`src/lzsd_ram.sv`:
```
// ============================================================================
// lzsd_ram
// Generic simple dual-port RAM: one write port, one registered read port.
// ============================================================================
module lzsd_ram #(
    parameter int WIDTH = 8,
    parameter int DEPTH = 256
) (
    input  logic                     i_clk,
    input  logic                     i_we,
    input  logic [$clog2(DEPTH)-1:0] i_waddr,
    input  logic [WIDTH-1:0]         i_wdata,
    input  logic                     i_re,
    input  logic [$clog2(DEPTH)-1:0] i_raddr,
    output logic [WIDTH-1:0]         o_rdata
);

    logic [WIDTH-1:0] r_mem [DEPTH];
    logic [WIDTH-1:0] r_rdata;

    always_ff @(posedge i_clk) begin
        if (i_we) begin
            r_mem[i_waddr] <= i_wdata;
        end
        if (i_re) begin
            r_rdata <= r_mem[i_raddr];
        end
    end

    assign o_rdata = r_rdata;

endmodule

```
`config.mk`:
```
export PLATFORM = sky130hd
export DESIGN_NAME = lzsd_ram
export DESIGN_NICKNAME = d
export VERILOG_FILES = /design/src/lzsd_ram.sv
export SDC_FILE = /design/constraint.sdc
export NUM_CORES = 2
export LEC_CHECK = 0
export BUFFER_PORTS_ARGS = -buffer_cell sky130_fd_sc_hd__buf_2
export CAP_MARGIN = 10
export CORE_ASPECT_RATIO = 0.7
export CORE_UTILIZATION = 48
export DETAILED_ROUTE_END_ITERATION = 8
export PLACE_DENSITY = 0.62
export SLEW_MARGIN = 20
export SYNTH_ARGS = -nofsm -noshare
export SYNTH_HDL_FRONTEND = slang
export SYNTH_SLANG_ARGS = --single-unit
```
`constraint.sdc`:
```
create_clock -name i_clk -period 5.2 [get_ports i_clk]
set_input_delay 1.04 -clock i_clk [delete_from_list [all_inputs] [get_ports i_clk]]
set_output_delay 1.04 -clock i_clk [all_outputs]
set_load 0.01 [all_outputs]
```
# Word level (Yosys, flattened, before mapping)
# Memory sizes are Yosys's and may differ from the RTL's. A register that Yosys moved wholly into a read port is not among the register bits.
# Cells that the tools add are included.
classes:
  n_mux: 2
ops:
  columns: ["op", "count"]
  rows:
  - ["1-bit 2-to-1 mux", 2]
word_totals:
  register_bits: 0
  ram_bits: 2048
  output_inout_bits: 8
  word_cells: 3
  n_memories: 1
memory_table:
  columns: ["name", "depth", "width", "rd", "rd_ports_with_merged_regs", "write_ports", "line_no", "rtl"]
  rows:
  - ["r_mem", 256, 8, 1, 1, 1, "18", "logic [WIDTH-1:0] r_mem [DEPTH];"]

# Longest topological paths before layout
depth:
  ltp_word: 2
  depth_mapped: 11
  ltp_nobuf: 6

# Least setup slack after synthesis
# Ideal clock, no wire load.
synth_path:
  path_kind: "input-to-reg"
  start: "in i_raddr[0]"
  end: "reg r_rdata[2], in the netlist o_rdata[2] (read register of r_mem), data pin"
  setup_ps: 269
  arrival_ps: 2847
  required_time_ps: 4931
  path_slack_ps: 2084
  cell_stages: 9
  cell_sequence: "buf_6 -> buf_12 -> buf_8 -> buf_2 -> mux4_2 -> a22oi_1 -> a21oi_1 -> nor4_1 -> nor4_2"
synth_lines:
  columns: ["item", "line_no", "rtl"]
  rows:
  - ["from (decl)", "14", "input logic [$clog2(DEPTH)-1:0] i_raddr,"]
  - ["to (decl)", "19", "logic [WIDTH-1:0] r_rdata;"]

==> run metrics <==
DP Worst Slack slightly below 0.5 ns; unrepaired setup endpoints after global routing false; initial antenna violation count 8; drt wl/cell ~32 um; Worst Path Max Fanout 26; Final nets 3,927; CTS clk-pin slew, worst paths approximately 0.06 ns; max-slew violations 0; Max-Cap Viols 0; Area Growth Syn to Fin 11.5%; synth top area cells edfxtp_1 78%, mux4_2 13%, mux2i_1 1.7%, nor2_1 1.3%, a22oi_1 1.3%; run status finished, final reports clean; DRT iter0 DRCs 5,624; clock buffer depth 3; Slew headroom 21.3%; I/O pin cnt 35; leakage roughly 27 nW; post-detail-place hpwl about 120 mm; Num CTS Buffers roughly 190; Residual DRC 0; Main synth FF type edfxtp_1; post-synthesis cell area between 0.07 and 0.08 sq mm; dominant cell type by area after synthesis edfxtp_1; largest net degree at the start of global routing 130; commonest non-fill, non-tap cell in the layout edfxtp_1; cell count after synthesis 3,733; Core Region about 0.16 sq mm; Hold Path Class in -> reg; Syn Nets roughly 3,800; Final Hold Vio Count 0; depth of the CTS H-tree 4; num rows between 100 and 150; CP arrival roughly 4.5 ns; first-pass GRT wire length around 290 mm; mean area per synthesized cell 21.3 sq um; die width 489 um; CTS root buf clkbuf_16; FF-to-FF Start r_mem[72][7]; Die Span Y approximately 340 um; Final min period slightly below 4 ns; leading cell types in the layout, fill and taps excluded 2,056 x edfxtp_1, 454 x mux4_2, 279 x nor2_1; worst skew pair latency 0.82 ns; Fin Setup TNS 0 ns; Routed Antenna Nets 0; gr usage total about 24%; GPL Wtd Cong just under 0.9; actual slew at the worst max-slew pin approximately 1.2 ns; share of cells above drive strength 1 23.6%; Starting Density just under 50%; vias slightly below 40,000; Routed WL between 200 and 250 mm; Cells after DPL between 5,000 and 6,000; CP Launch Point i_raddr[0]; peak supply drop just under 0.3 mV; CP Launch Type input port; Resize count post-CTS 0; CTS tree done; Synth warnings 0; share of the synthesized area in the top cell type between 70% and 80%; full die area roughly 0.17 sq mm; number of hold buffers added after cts 0; Post-synth EDFFs 2,056; PnR worst setup slack about 1.3 ns; setup violators final 0; total global routing overflow 0; port buffer count 34; CP endpoint kind flop; Peak Freq between 200 and 300 MHz; power density over the cells ~380 mW/mm^2; Avg Vias per Cell ~6.3; fin crit share between 70% and 80%; filler instances ~12,000; Worst Path Required 5.74 ns; FFs w/ async S/R, synth 0%; Non-Filler Instances about 6,300; start point of the worst hold path i_re; clock skew approximately 0.030 ns; Seq/Total Area, Yosys 77.5%; Setup CP Type in -> reg; number of global-route vias before repair roughly 38,000; synth unique cells 54; clk sinks slightly above 2,000; DR pass1 iterations 5; Setup Fix Bufs, Post-CTS 0; synthesis-stage register bit count around 2,000
stage by stage:
step	util (%)	hold slack (ns)	power, W	area (sq um)
2_1_floorplan	-	0.864	0.0195	79600
3_3_place_gp	50.6	1.04	0.0203	82900
3_5_place_dp	50.6	1.11	0.0204	83000
4_1_cts	54.1	0.578	0.0335	88800
5_1_grt	54.1	0.593	0.0342	88800
6_report	54.1	0.633	0.0334	88800
path summary, 6_finish.rpt:
check / to / slack [ns] / cells past startpoint
max: o_rdata[5] / 1.26 / 11
min: o_rdata[2] / 0.63 / 1
max reg2reg: o_rdata[7] / 2.27 / 7
min reg2reg: o_rdata[5] / 1.13 / 6
report_power, final:
group / internal [W] / total (W) / switching (W)
clock network: 0.00736 / 0.0134 / 0.00604
logic: 0.000583 / 0.00171 / 0.00113
registers: 0.0183 / 0.0183 / 0.0000193
total: 0.0262 / 0.0334 / 0.00719
synth_stat cells, drive strengths merged (4+ instances only):
cell,number
a211oi,16
or2,4
clkbuf,111
a2111oi,5
o22a,5
a221oi,14
nor3,22
nor2,282
nand3,34
mux4,456
o211ai,10
mux2i,134
nand4,10
o21ai,12
nor2b,31
o221ai,47
nand2,33
a21oi,96
a22oi,133
nand2b,8
buf,122
nor4,27
o32ai,5
edfxtp,2056
o22ai,28
and2,6
a22o,8
routing by layer:
| metal | vias to the layer above | global-route usage [%] | share of wire [%] |
|---|---|---|---|
| li1 | 16100 | - | - |
| met1 | 21300 | 39.1 | 45 |
| met2 | 2035 | 34.4 | 44 |
| met3 | 247 | 5.01 | 9.8 |
| met4 | 0 | 6.03 | 2.1 |
| met5 | - | 0 | 0 |
worst max-delay path, cell delays in order:
cell and delay (ns):
buf_8 0.22, buf_12 0.23, buf_12 0.20, buf_12 0.26, buf_12 0.21, mux4_2 0.50
a22o_1 0.29, a221oi_1 0.40, o221ai_1 0.25, a211oi_1 0.70, nor4_1 0.08
cells by family after synthesis:
group                  synth area share, %
multiplexers                          14.6
flip-flops                            77.5
buffers and inverters                 1.83
AND/OR/NAND/NOR                       2.63
AO/OA/AOI/OAI                         3.42
flip-flops by register name (all words and copies together), names as in the netlist:
signal   flops
o_rdata      8
r_mem     2048
layout make-up:
type	instances	area, sq um	area share [%]
repair buffers	212	1910	2.15
flip-flops and latches	2056	61700	69.5
diodes	1	2.50	0.00282
well taps	2205	2760	3.11
clock buffers	236	4970	5.60
clock inverters	105	851	0.958
inverters	2	7.51	0.00846
multi-input cells	1442	16500	18.6
(Power assumes the default switching activity.)
